**src/rtl/assert_macros.svh**
```systemverilog
// Assertion macros used by the top level of the texel mapper.
`ifndef ASSERT_MACROS_SVH
`define ASSERT_MACROS_SVH

// Checks that the antecedent implies the consequent in the same cycle.
`define ASSERT_IMPLY(lbl, clock, resetn, ante, cons) \
    lbl: assert property (@(posedge clock) disable iff (!resetn) (ante) |-> (cons)) \
        else $error("assertion failed");

// Checks that the antecedent implies the consequent in the next cycle.
`define ASSERT_NEXT(lbl, clock, resetn, ante, cons) \
    lbl: assert property (@(posedge clock) disable iff (!resetn) (ante) |=> (cons)) \
        else $error("assertion failed");

`endif

```
**src/rtl/rcwm_div.sv**
```systemverilog
// Pipelined restoring divider, one quotient bit per register stage.
`timescale 1ns / 1ps
`default_nettype none
module rcwm_div #(
    parameter int NUM_W = 32,
    parameter int DEN_W = 16,
    parameter int Q_W   = 16,
    parameter int TAG_W = 8
) (
    input  wire logic             clk,
    input  wire logic             rst_n,
    input  wire logic             in_valid,
    input  wire logic [NUM_W-1:0] num,
    input  wire logic [DEN_W-1:0] den,
    input  wire logic [TAG_W-1:0] tag_in,
    output logic                  out_valid,
    output logic [Q_W-1:0]        quo,
    output logic [NUM_W-1:0]      rem,
    output logic [TAG_W-1:0]      tag_out
);

    logic [NUM_W-1:0] rem_in   [Q_W];
    logic [Q_W-1:0]   quo_in   [Q_W];
    logic [NUM_W-1:0] den_in   [Q_W];
    logic [TAG_W-1:0] tag_s_in [Q_W];
    logic             vld_in   [Q_W];

    logic [NUM_W-1:0] rem_next [Q_W];
    logic [Q_W-1:0]   quo_next [Q_W];
    logic [NUM_W-1:0] rem_reg  [Q_W];
    logic [Q_W-1:0]   quo_reg  [Q_W];
    logic [NUM_W-1:0] den_reg  [Q_W];
    logic [TAG_W-1:0] tag_reg  [Q_W];
    logic             vld_reg  [Q_W];

    assign rem_in[0]   = num;
    assign quo_in[0]   = '0;
    assign den_in[0]   = NUM_W'(den);
    assign tag_s_in[0] = tag_in;
    assign vld_in[0]   = in_valid;

    genvar i;
    generate
        for (i = 0; i < Q_W; i++)
        begin : g_step
            localparam int B = Q_W - 1 - i;

            if (i > 0)
            begin : g_link
                assign rem_in[i]   = rem_reg[i-1];
                assign quo_in[i]   = quo_reg[i-1];
                assign den_in[i]   = den_reg[i-1];
                assign tag_s_in[i] = tag_reg[i-1];
                assign vld_in[i]   = vld_reg[i-1];
            end

            always_comb
            begin
                rem_next[i] = rem_in[i];
                quo_next[i] = quo_in[i];
                if ((rem_in[i] >> B) >= den_in[i])
                begin
                    rem_next[i]    = rem_in[i] - (den_in[i] << B);
                    quo_next[i][B] = 1'b1;
                end
            end

            always_ff @(posedge clk or negedge rst_n)
            begin
                if (!rst_n)
                    vld_reg[i] <= 1'b0;
                else
                    vld_reg[i] <= vld_in[i];
            end

            always_ff @(posedge clk)
            begin
                rem_reg[i] <= rem_next[i];
                quo_reg[i] <= quo_next[i];
                den_reg[i] <= den_in[i];
                tag_reg[i] <= tag_s_in[i];
            end
        end
    endgenerate

    assign out_valid = vld_reg[Q_W-1];
    assign quo       = quo_reg[Q_W-1];
    assign rem       = rem_reg[Q_W-1];
    assign tag_out   = tag_reg[Q_W-1];

endmodule
`default_nettype wire

```
**config.mk**
```make
export PLATFORM = sky130hd
export DESIGN_NAME = rcwm_div
export DESIGN_NICKNAME = d
export VERILOG_FILES = /design/src/rtl/assert_macros.svh /design/src/rtl/rcwm_div.sv
export SDC_FILE = /design/constraint.sdc
export NUM_CORES = 2
export LEC_CHECK = 0
export BUFFER_PORTS_ARGS = -buffer_cell sky130_fd_sc_hd__buf_2
export CORE_UTILIZATION = 40
export CTS_CLUSTER_SIZE = 30
export DETAILED_ROUTE_END_ITERATION = 16
export SYNTH_ARGS = -nofsm -noshare
export SYNTH_HDL_FRONTEND = slang
export SYNTH_SLANG_ARGS = --single-unit
export TNS_END_PERCENT = 30
```
**constraint.sdc**
```tcl
create_clock -name clk -period 8.53 [get_ports clk]
set_input_delay 1.706 -clock clk [delete_from_list [all_inputs] [get_ports clk]]
set_output_delay 1.706 -clock clk [all_outputs]
set_load 0.02 [all_outputs]
```
==> metrics.txt <==
status completed; vias per inst 4.91; WS Path Type in -> reg; min setup slack post-route 4710 ps; Rel. slew slack 22.4%; largest net degree at the start of global routing 36; Critical Path Sink rem_reg[0][18]$_DFF_P_; RR Endpoint rem_reg[8][24]$_DFF_P_; CP Data Required Time 9100 ps; post-place instance area 41700 µm²; Routed Antenna Nets 0; CP top delay family compound AO/OA/AOI/OAI gates; sequential fraction of the synthesis area 52.1%; WP buf/inv 3; share of layout cells above drive strength 1 9.93%; sw frac 34.7%; Starting DRT DRC Count 1397; Achievable Freq 261 MHz; max reg flops 512; P&R area growth vs syn 13.9%; unrepaired setup endpoints after global routing false; antenna violations before repair 1; crit path DAT 4390 ps; final design utilization 46.1%; pwr/cell area 395 nW/µm²; # IOs 116; top cell type's share of synthesized area 51.1%; Avg Cell Area, Syn 10.0 µm²; DP Worst Slack 4060 ps; core area 98400 µm²; Crit. End Element register; commonest cells after routing, fill and taps aside dfxtp_1, inv_1, a21oi_1; most common cell after layout, fill and taps aside dfxtp_1; grt total ovfl 0; DR WL/cell 14.1 µm; DRC viols 0; gpl congestion 0.884; Synth Area in Adders 8.86%; PortBufs 115; Cells after Synth 3977; TritonCTS clock tree yes; post-layout power 0.0179 W; slowest library cell on the worst path nor4_1; die footprint 101000 µm²; startpoint types input port; Slew Viols, Final 0; Leakage 19.8 nW; synthesized net count 4308; final setup TNS 0 ps; Power Internal 0.0117 W; Final min period 3820 ps; worst skew pair latency 680 ps; Simple-Gate Fraction of Synth Area 12.9%; Max VDD drop 0.239 mV; r2r startpoint den_reg[0][237]$_DFF_P_; worst reg2reg setup slack 4780 ps; Crit path depth 11; CP startpoint den[1]; prevailing post-synth register cell dfxtp_1; final WL 77.6 mm; final instance area 45300 µm²; most area-hungry cell type in the Yosys netlist dfxtp_1; xor/xnor cell area share of the yosys netlist 6.78%; H-tree depth 3; TritonCTS Buffers 107; Clock power frac 25.8%; post-synthesis register bit count 1032; part of the power in registers 38.3%; setup bufs post-CTS 0; DR vias 27000; Max Cap Violations 0; Slowest Stage Delay on Critical Path 460 ps; Crit Path Max Fanout 28; Nets 4463; vias in the first global route 26000; r2r worst-path depth 10; critical-path cell list buf_2 -> inv_1 -> ha_1 -> nor2b_1 -> o31a_1 -> o21ai_0 -> a21oi_1 -> nor4_1 -> o211ai_2 -> buf_4 -> mux2_2; clk sinks 1032; Cell variety after synth 95; first drt pass iteration count 5; Die Y 317 µm; Worst-path clk slew 60 ps; sw power 0.00621 W; number of gates resized after CTS 0; largest family of logic cells by synthesized area compound AO/OA/AOI/OAI gates; Hold Vio Cnt, Final 0; Post-synth ARST share 1.55%; CTS Buffer Depth 3; Die W 317 µm; top post-synthesis cells by area dfxtp_1, ha_1, xnor2_1; Starting Density 40.4%; Clock Skew 41.3 ps; Rows 115; period utilization 44.8%; EDFF count, synth 0; yosys warns 0; Finish-stage setup viols 0; Hold WC Path Type reg -> reg; Post-CTS Hold Buffers 0; post-synthesis compound-gate area fraction 13.5%; Least-Margin Pin Slew 1160 ps; dpl hpwl 58.2 mm; mapped cell area 39800 µm²; diodes inserted 0; Combinational Power Share 35.9%; Root Driver clkbuf_16; post-synthesis mux area share 1.78%; wire length of the first global-routing pass 128 mm; gr usage total 15.5%
==> layer usage <==
layer	GRT usage, %	part of all wire [%]	up-vias
met3	2.94	5.1	160
met2	25.4	45	572
li1	-	-	14000
met1	20.1	47	12300
met5	0	0	-
met4	5.99	3.0	0
==> synthesized netlist by cell type (all sizes together), types with 9 or more instances <==
cell     number
or4          11
or2          19
a211oi       28
nand2       232
nand3b       12
mux2         60
a21oi       301
dfxtp      1016
inv         332
nor2        295
and2         19
a2111oi      10
nand3        80
xnor2       188
and3         24
a21o         74
dfrtp        16
nor2b        35
o21a         50
a211o        10
o21ai       193
buf          25
ha          256
or3          42
o31ai        29
o41ai         9
a31o          9
o31a         16
nand2b       57
nor4         40
a31oi        21
o21bai       21
fa           16
clkbuf       56
xor2        120
o2111ai      10
nand4        56
o211ai       23
nor3         82
==> power groups by stage <==
stage	combinational [W]	sequential, W	clock, W
floorplan	0.00505	0.00678	0
global placement	0.00629	0.00697	0
detailed placement	0.00634	0.00697	0
CTS	0.00639	0.00687	0.00479
global route	0.00722	0.00700	0.00501
finish	0.00642	0.00686	0.00462
==> kinds of logic (layout without fill, tap and decap cells) <==
kind of cell / count (synthesis) / after routing
AO/OA/AOI/OAI: 856 / 856
XOR/XNOR: 308 / 308
adder cells (fa/ha/maj): 272 / 272
buffers and inverters: 413 / 657
flip-flops: 1032 / 1032
multiplexers: 61 / 61
AND/OR/NAND/NOR: 1035 / 1035
==> worst min-delay path by stage <==
stage	slack [ps]	endpoint	depth (start not counted)	startpoint
floorplan	310	quo_reg[0][106]$_DFF_P_	0	quo_reg[0][90]$_DFF_P_
global placement	310	quo_reg[1][63]$_DFF_P_	0	quo_reg[1][47]$_DFF_P_
detailed placement	310	tag_reg[15][5]$_DFF_P_	0	tag_reg[14][5]$_DFF_P_
CTS	320	quo_reg[1][84]$_DFF_P_	0	quo_reg[1][68]$_DFF_P_
global route	320	quo_reg[1][102]$_DFF_P_	0	quo_reg[1][86]$_DFF_P_
finish	320	quo_reg[1][84]$_DFF_P_	0	quo_reg[1][68]$_DFF_P_
==> final cells by class <==
cell class,instances,area [µm²]
Timing Repair Buffer,127,666
Sequential cell,1032,20700
Clock inverter,51,563
Tap cell,1287,1610
Clock buffer,147,3040
Inverter,332,1250
Multi-Input combinational cell,2532,17500
Fill cell,9399,53100
==> per-stage QoR <==
step / hold WS, ps / cells
floorplan: 310 / 3977
global placement: 310 / 5310
detailed placement: 312 / 5310
CTS: 317 / 5508
global route: 324 / 5508
finish: 319 / 5508
No activity file was read; power rests on OpenSTA's default activity.
